**config.mk**
```make
export PLATFORM = sky130hd
export DESIGN_NAME = ses_out_queue
export DESIGN_NICKNAME = d
export VERILOG_FILES = /design/src/ses_pkg.sv /design/src/ses_out_queue.sv
export SDC_FILE = /design/constraint.sdc
export NUM_CORES = 1
export LEC_CHECK = 0
export ABC_AREA = 0
export BUFFER_PORTS_ARGS = -buffer_cell sky130_fd_sc_hd__buf_2
export CAP_MARGIN = 5
export CORE_ASPECT_RATIO = 0.75
export CORE_UTILIZATION = 50
export DETAILED_ROUTE_END_ITERATION = 8
export GPL_ROUTABILITY_DRIVEN = 0
export PLACE_DENSITY = 0.71
export SYNTH_ARGS = -nofsm -noshare
export SYNTH_HDL_FRONTEND = slang
export SYNTH_SLANG_ARGS = --single-unit
```
**constraint.sdc**
```tcl
create_clock -name clk -period 4.33 [get_ports clk]
set_input_delay 0.6495 -clock clk [delete_from_list [all_inputs] [get_ports clk]]
set_output_delay 0.6495 -clock clk [all_outputs]
set_load 0.005 [all_outputs]
```
**src/ses_pkg.sv**
```systemverilog
`timescale 1ns / 1ps

package ses_pkg;

  localparam int STORE_BYTES  = 1024;
  localparam int NOTE_ENTRIES = 128;

  localparam int ADDR_W = (STORE_BYTES > 1) ? $clog2(STORE_BYTES) : 1;
  localparam int NOTE_W = (NOTE_ENTRIES > 1) ? $clog2(NOTE_ENTRIES) : 1;
  localparam int SUM_W  = 18;

  localparam int OQ_DEPTH = 4;
  localparam int OQ_PTR_W = $clog2(OQ_DEPTH);
  localparam int OQ_CNT_W = $clog2(OQ_DEPTH + 1);

  localparam logic [1:0] OP_LOAD_BYTE = 2'd0;
  localparam logic [1:0] OP_LOAD_FREQ = 2'd1;
  localparam logic [1:0] OP_START     = 2'd2;
  localparam logic [1:0] OP_TICK      = 2'd3;

  localparam logic [1:0] TGT_ENV   = 2'd0;
  localparam logic [1:0] TGT_PULSE = 2'd1;
  localparam logic [1:0] TGT_FREQ  = 2'd2;
  localparam logic [1:0] TGT_CTRL  = 2'd3;

  localparam logic [7:0] GATE_MASK  = 8'hFE;
  localparam logic [7:0] WAVE_LIMIT = 8'h82;
  localparam logic [7:0] TEST_GATE  = 8'h09;

  typedef struct packed {
    logic       last;
    logic [7:0] gate_mask;
    logic [15:0] value;
    logic [1:0] target;
  } result_t;

  typedef struct packed {
    logic    valid;
    result_t res;
  } push_t;

endpackage

```
**src/ses_out_queue.sv**
```systemverilog
`timescale 1ns / 1ps

module ses_out_queue (
  input  logic                clk,
  input  logic                rst,
  input  ses_pkg::push_t      push,
  output logic                room,
  output logic                m_tvalid,
  input  logic                m_tready,
  output ses_pkg::result_t    head
);

  ses_pkg::result_t             entries [ses_pkg::OQ_DEPTH];
  logic [ses_pkg::OQ_PTR_W-1:0] wr_ptr;
  logic [ses_pkg::OQ_PTR_W-1:0] rd_ptr;
  logic [ses_pkg::OQ_CNT_W-1:0] count;
  logic                         pop;

  assign pop      = m_tvalid && m_tready;
  assign m_tvalid = (count != '0);
  assign head     = entries[rd_ptr];
  assign room     = (count <= ses_pkg::OQ_CNT_W'(ses_pkg::OQ_DEPTH - 3));

  always_ff @(posedge clk) begin
    if (rst) begin
      wr_ptr <= '0;
      rd_ptr <= '0;
      count  <= '0;
    end else begin
      if (push.valid) begin
        wr_ptr <= wr_ptr + 1'b1;
      end
      if (pop) begin
        rd_ptr <= rd_ptr + 1'b1;
      end
      if (push.valid && !pop) begin
        count <= count + 1'b1;
      end else if (!push.valid && pop) begin
        count <= count - 1'b1;
      end
    end
  end

  always_ff @(posedge clk) begin
    if (push.valid) begin
      entries[wr_ptr] <= push.res;
    end
  end

  a_no_overflow: assert property (@(posedge clk) disable iff (rst)
    push.valid |-> ((count != ses_pkg::OQ_CNT_W'(ses_pkg::OQ_DEPTH)) || pop))
    else $error("Result queue written while full.");

endmodule
```
# Word level (Yosys, flattened, before mapping)
# Memories as Yosys holds them, arrays and structs flattened. A register that Yosys moved wholly into a read port is not among the register bits.
# Index checks and enable logic that the tools add are counted.
# Widths: inputs -> output; s select.
[word_totals]
memories = 1
wordCells = 22
ramBits = 108
output_inout_bits = 29
register_bits = 7
in_bits = 31
[op_classes]
reduce_logical = 7
add_sub_neg = 4
n_mux = 6
n_lt_le_gt_ge = 1
[mem_list]
columns = ["memory", "depth", "width", "rd", "rd_ports_with_merged_regs", "write_ports", "line_no", "rtl"]
rows = [
  ["entries", 4, 27, 1, 1, 1, "ses_out_queue.sv:13", "ses_pkg::result_t entries [ses_pkg::OQ_DEPTH];"],
]
[ops]
columns = ["cell", "n"]
rows = [
  ["$mux 3", 2],
  ["$add 2x1->2 const B", 2],
  ["$mux 2", 2],
  ["$add 3x1->3 const B", 1],
  ["$le 3x1->1 const B", 1],
  ["$logic_and 1x1->1", 3],
  ["$reduce_bool 3->1", 1],
  ["$sub 3x1->3 const B", 1],
  ["$logic_not 1->1", 2],
  ["$mux 1", 2],
  ["$reduce_bool 2->1", 1],
]

# Depth between registers and ports, before layout
[logic_depth]
ltp_word = 5
mapped_depth = 9
depth_no_buf = 9

# Worst setup path after synthesis
# Ideal clock, no wire load.
[synth_timing]
kind = "reg2reg"
from = "reg count[0] in the netlist's numbering"
to = "reg count[2] in the netlist's numbering"
stages_incl_launch_ff = 9
setup_ns = 0.070
period_less_slack_ns = 1.780
path_slack_ns = 2.550
path_buffers = 0
required_ns = 4.260
arrival_ns = 1.710
cell_sequence = "dfxtp_1 > inv_1 > ha_1 > nor2b_1 > inv_1 > nand2_1 > ha_1 > or3_1 > a21oi_1"
[synth_via]
elab_chain_cells = 5
word_cells_on_any_way = 10
classes_between = "add/sub (2); mux (2); reduce/logical (6)"
[synth_lines]
columns = ["item", "line_no", "rtl"]
rows = [
  ["start, declared", "ses_out_queue.sv:16", "logic [ses_pkg::OQ_CNT_W-1:0] count;"],
  ["start signal, assigned", "ses_out_queue.sv:37", "count <= count + 1'b1;"],
  ["start signal, assigned", "ses_out_queue.sv:39", "count <= count - 1'b1;"],
  ["$reduce_bool 3->1 (*)", "ses_out_queue.sv:20", "assign m_tvalid = (count != '0);"],
  ["net m_tvalid", "ses_out_queue.sv:8", "output logic m_tvalid,"],
  ["$logic_and 1x1->1 (*)", "ses_out_queue.sv:19", "assign pop = m_tvalid && m_tready;"],
  ["$logic_not 1->1", "ses_out_queue.sv:36", "if (push.valid && !pop) begin"],
  ["$logic_and 1x1->1", "ses_out_queue.sv:36", ""],
  ["$mux 3 or $reduce_bool 2->1 (tied branches)", "-", ""],
]
# The timed path passes the listed nets; every way through them passes the cells marked *. The select of a mux whose other input is x is not followed.
# A chain may end at the register's enable or synchronous reset.

==> results.sh <==
export IMPL_route_final_wire_length_mm=7.07
export IMPL_cp_endpoint="head[26]"
export IMPL_core_area_mm2=0.00853
export IMPL_synth_cell_types=22
export IMPL_utilization=0.627
export IMPL_grt_usage=0.175
export IMPL_power_leakage_nw=1.90
export IMPL_clock_sinks=117
export IMPL_die_w_um=111
export IMPL_setup_tns_ns=0
export IMPL_hold_ws_ns=0.464
export IMPL_drt_vias_per_instance=5.29
export IMPL_syn_num_nets=235
export IMPL_drtIter0Drc=90
export IMPL_ys_seq_elements=117
export IMPL_grt_max_degree=28
export IMPL_hp_class="input port to register"
export IMPL_r2r_cells=4
export IMPL_drv_slew=0
export IMPL_start_kind="register"
export IMPL_cts_setup_buffers=0
export IMPL_power_density_mw_per_mm2=569
export IMPL_num_io_pins=60
export IMPL_drive_gt1_frac=0.375
export IMPL_worstMarginPinSlew_ns=0.993
export IMPL_drcViolationCount=0
export IMPL_synth_top_area_frac=0.730
export IMPL_synth_area_mm2=0.00444
export IMPL_fp_dieH_um=83.6
export IMPL_wl_per_cell_um=18.0
export IMPL_netlist_top_cells_area="edfxtp_1 (73%), mux4_2 (10%), mux4_1 (4.1%), dfxtp_1 (4.1%), ha_1 (2.5%)"
export IMPL_outcome="finished, final reports clean"
export IMPL_total_power_mw=3.05
export IMPL_numCtsBuffers=17
export IMPL_insertion_delay_ns=0.40
export IMPL_period_minus_slack_ns=2.82
export IMPL_ys_top_cells_by_count="edfxtp_1 (108), mux4_2 (20), dfxtp_1 (9), ha_1 (9), mux4_1 (7)"
export IMPL_initial_utilization=0.521
export IMPL_fmax_mhz=354
export IMPL_setup_viol=0
export IMPL_finalCritPeriodShare=0.652
export IMPL_reg2reg_slack_ns=2.34
export IMPL_overflow=0
export IMPL_clockBufferDepth=2
export IMPL_crit_fanout=27
export IMPL_path_class="register to primary output"
export IMPL_cts_tree="yes"
export IMPL_cp_required_ns=3.68
export IMPL_vdd_ir_drop_max_v=0.000463
export IMPL_nets=311
export IMPL_dieArea_mm2=0.00927
export IMPL_htreeDepth=4
export IMPL_post_dp_hpwl_mm=4.37
export IMPL_rows=29
export IMPL_syn_inst=195
export IMPL_antenna_found_initial=1
export IMPL_yosys_cell_count_top_type="edfxtp_1"
export IMPL_drv_cap=0
export IMPL_clkTransAtPathRegs_ns=0.05
export IMPL_r2r_end="entries[1][18]$_DFFE_PP_"
export IMPL_io_buffers=59
export IMPL_timing_rr_start="wr_ptr[1]$_SDFFE_PP0P_"
export IMPL_ys_flop_type="edfxtp_1"
export IMPL_grt_pass1_wl_mm=11.4
export IMPL_endpoint_kind="primary output"
export IMPL_rsz0062_at_grt="false"
export IMPL_place_area_mm2=0.00484
export IMPL_slew_headroom=0.338
export IMPL_finClkSkew_ns=0.00625
export IMPL_final_hold_viol_count=0
export IMPL_syn_avg_cell_area_um2=22.8
export IMPL_yosys_warnings=0
export IMPL_cts_resized=0
export IMPL_antenna_left=0
export IMPL_cts_root_buf="clkbuf_16"
export IMPL_cp_data_arrival_time_ns=2.17
export IMPL_drt_first_pass_iters=4
export IMPL_cts_hold_buf=0
export IMPL_syn_to_final_growth_pct=20.5
export IMPL_ys_seq_area_frac=0.771
export IMPL_yosysTopAreaCell="edfxtp_1"
export IMPL_async_reset_ff_frac=0
export IMPL_final_area_mm2=0.00535
export IMPL_synth_edf_count=108
export IMPL_via_count=2075
export IMPL_grt_pass1_vias=2192
[how the worst min path moves through the flow]
stage | startpoint | to | slack, ns | cells past startpoint
finish | push[22] | entries[0][22]$_DFFE_PP_ | 0.46 | 1
global route | push[26] | entries[3][26]$_DFFE_PP_ | 0.44 | 1
CTS | push[20] | entries[2][20]$_DFFE_PP_ | 0.44 | 1
detailed placement | count[2]$_SDFFE_PP0P_ | count[2]$_SDFFE_PP0P_ | 0.51 | 2
global placement | count[2]$_SDFFE_PP0P_ | count[2]$_SDFFE_PP0P_ | 0.50 | 2
floorplan | count[2]$_SDFFE_PP0P_ | count[2]$_SDFFE_PP0P_ | 0.47 | 2
[per-layer routing]
layer  vias to the layer above  global-route usage  wire, um
li1                        956                   -         -
met1                      1040               0.212      3040
met2                        68               0.259      3360
met3                        11              0.0901       543
met4                         0              0.0873       123
met5                         -                   0         0
[area by class of cell]
type / count / area (um^2)
Clock buffer: 22 / 444
Multi-Input combinational cell: 65 / 926
Antenna cell: 1 / 2.50
Fill cell: 592 / 3180
Sequential cell: 117 / 3420
Inverter: 6 / 22.5
Clock inverter: 9 / 62.6
Tap cell: 108 / 135
Timing Repair Buffer: 64 / 333
[cell usage in the layout (no fill, tap or decap), types with 6 or more instances in the layout]
cell and n:
clkinv_1 6, inv_1 6, clkbuf_16 17, mux4_2 20
nor2_1 6, ha_1 9, buf_2 59, mux4_1 7
edfxtp_1 108, dfxtp_1 8
[kinds of logic after synthesis]
| kind of cell | Yosys count | share of synthesized area |
|---|---|---|
| buffers and inverters | 13 | 0.0208 |
| xor gates and xnor gates | 3 | 0.00592 |
| DFF | 117 | 0.771 |
| adders and majority gates | 9 | 0.0254 |
| muxes | 31 | 0.152 |
| AOI/OAI and AO/OA | 6 | 0.00676 |
| and+or+nand+nor | 16 | 0.0183 |
[stage by stage]
stage	std cells	setup slack, ns
after floorplan	195	2.55
after global placement	360	1.89
after detailed placement	360	1.88
after CTS	391	1.43
after global routing	391	1.34
final	392	1.51
[worst max-delay path, stage by stage (launching register included)]
cell and delay, ns:
dfxtp_2 0.95, mux4_1 0.66, buf_2 0.15
[flip-flops by register name, summed over array words and instances, names as in the netlist, named ones only]
name     count
entries    108
count        3
rd_ptr       2
wr_ptr       2
[report_power, final]
group | internal (mW) | total [mW] | switching, mW
clock | 0.766 | 1.19 | 0.422
sequential | 1.31 | 1.40 | 0.0811
combinational | 0.267 | 0.462 | 0.194
Power figures use the tool's default switching activity.
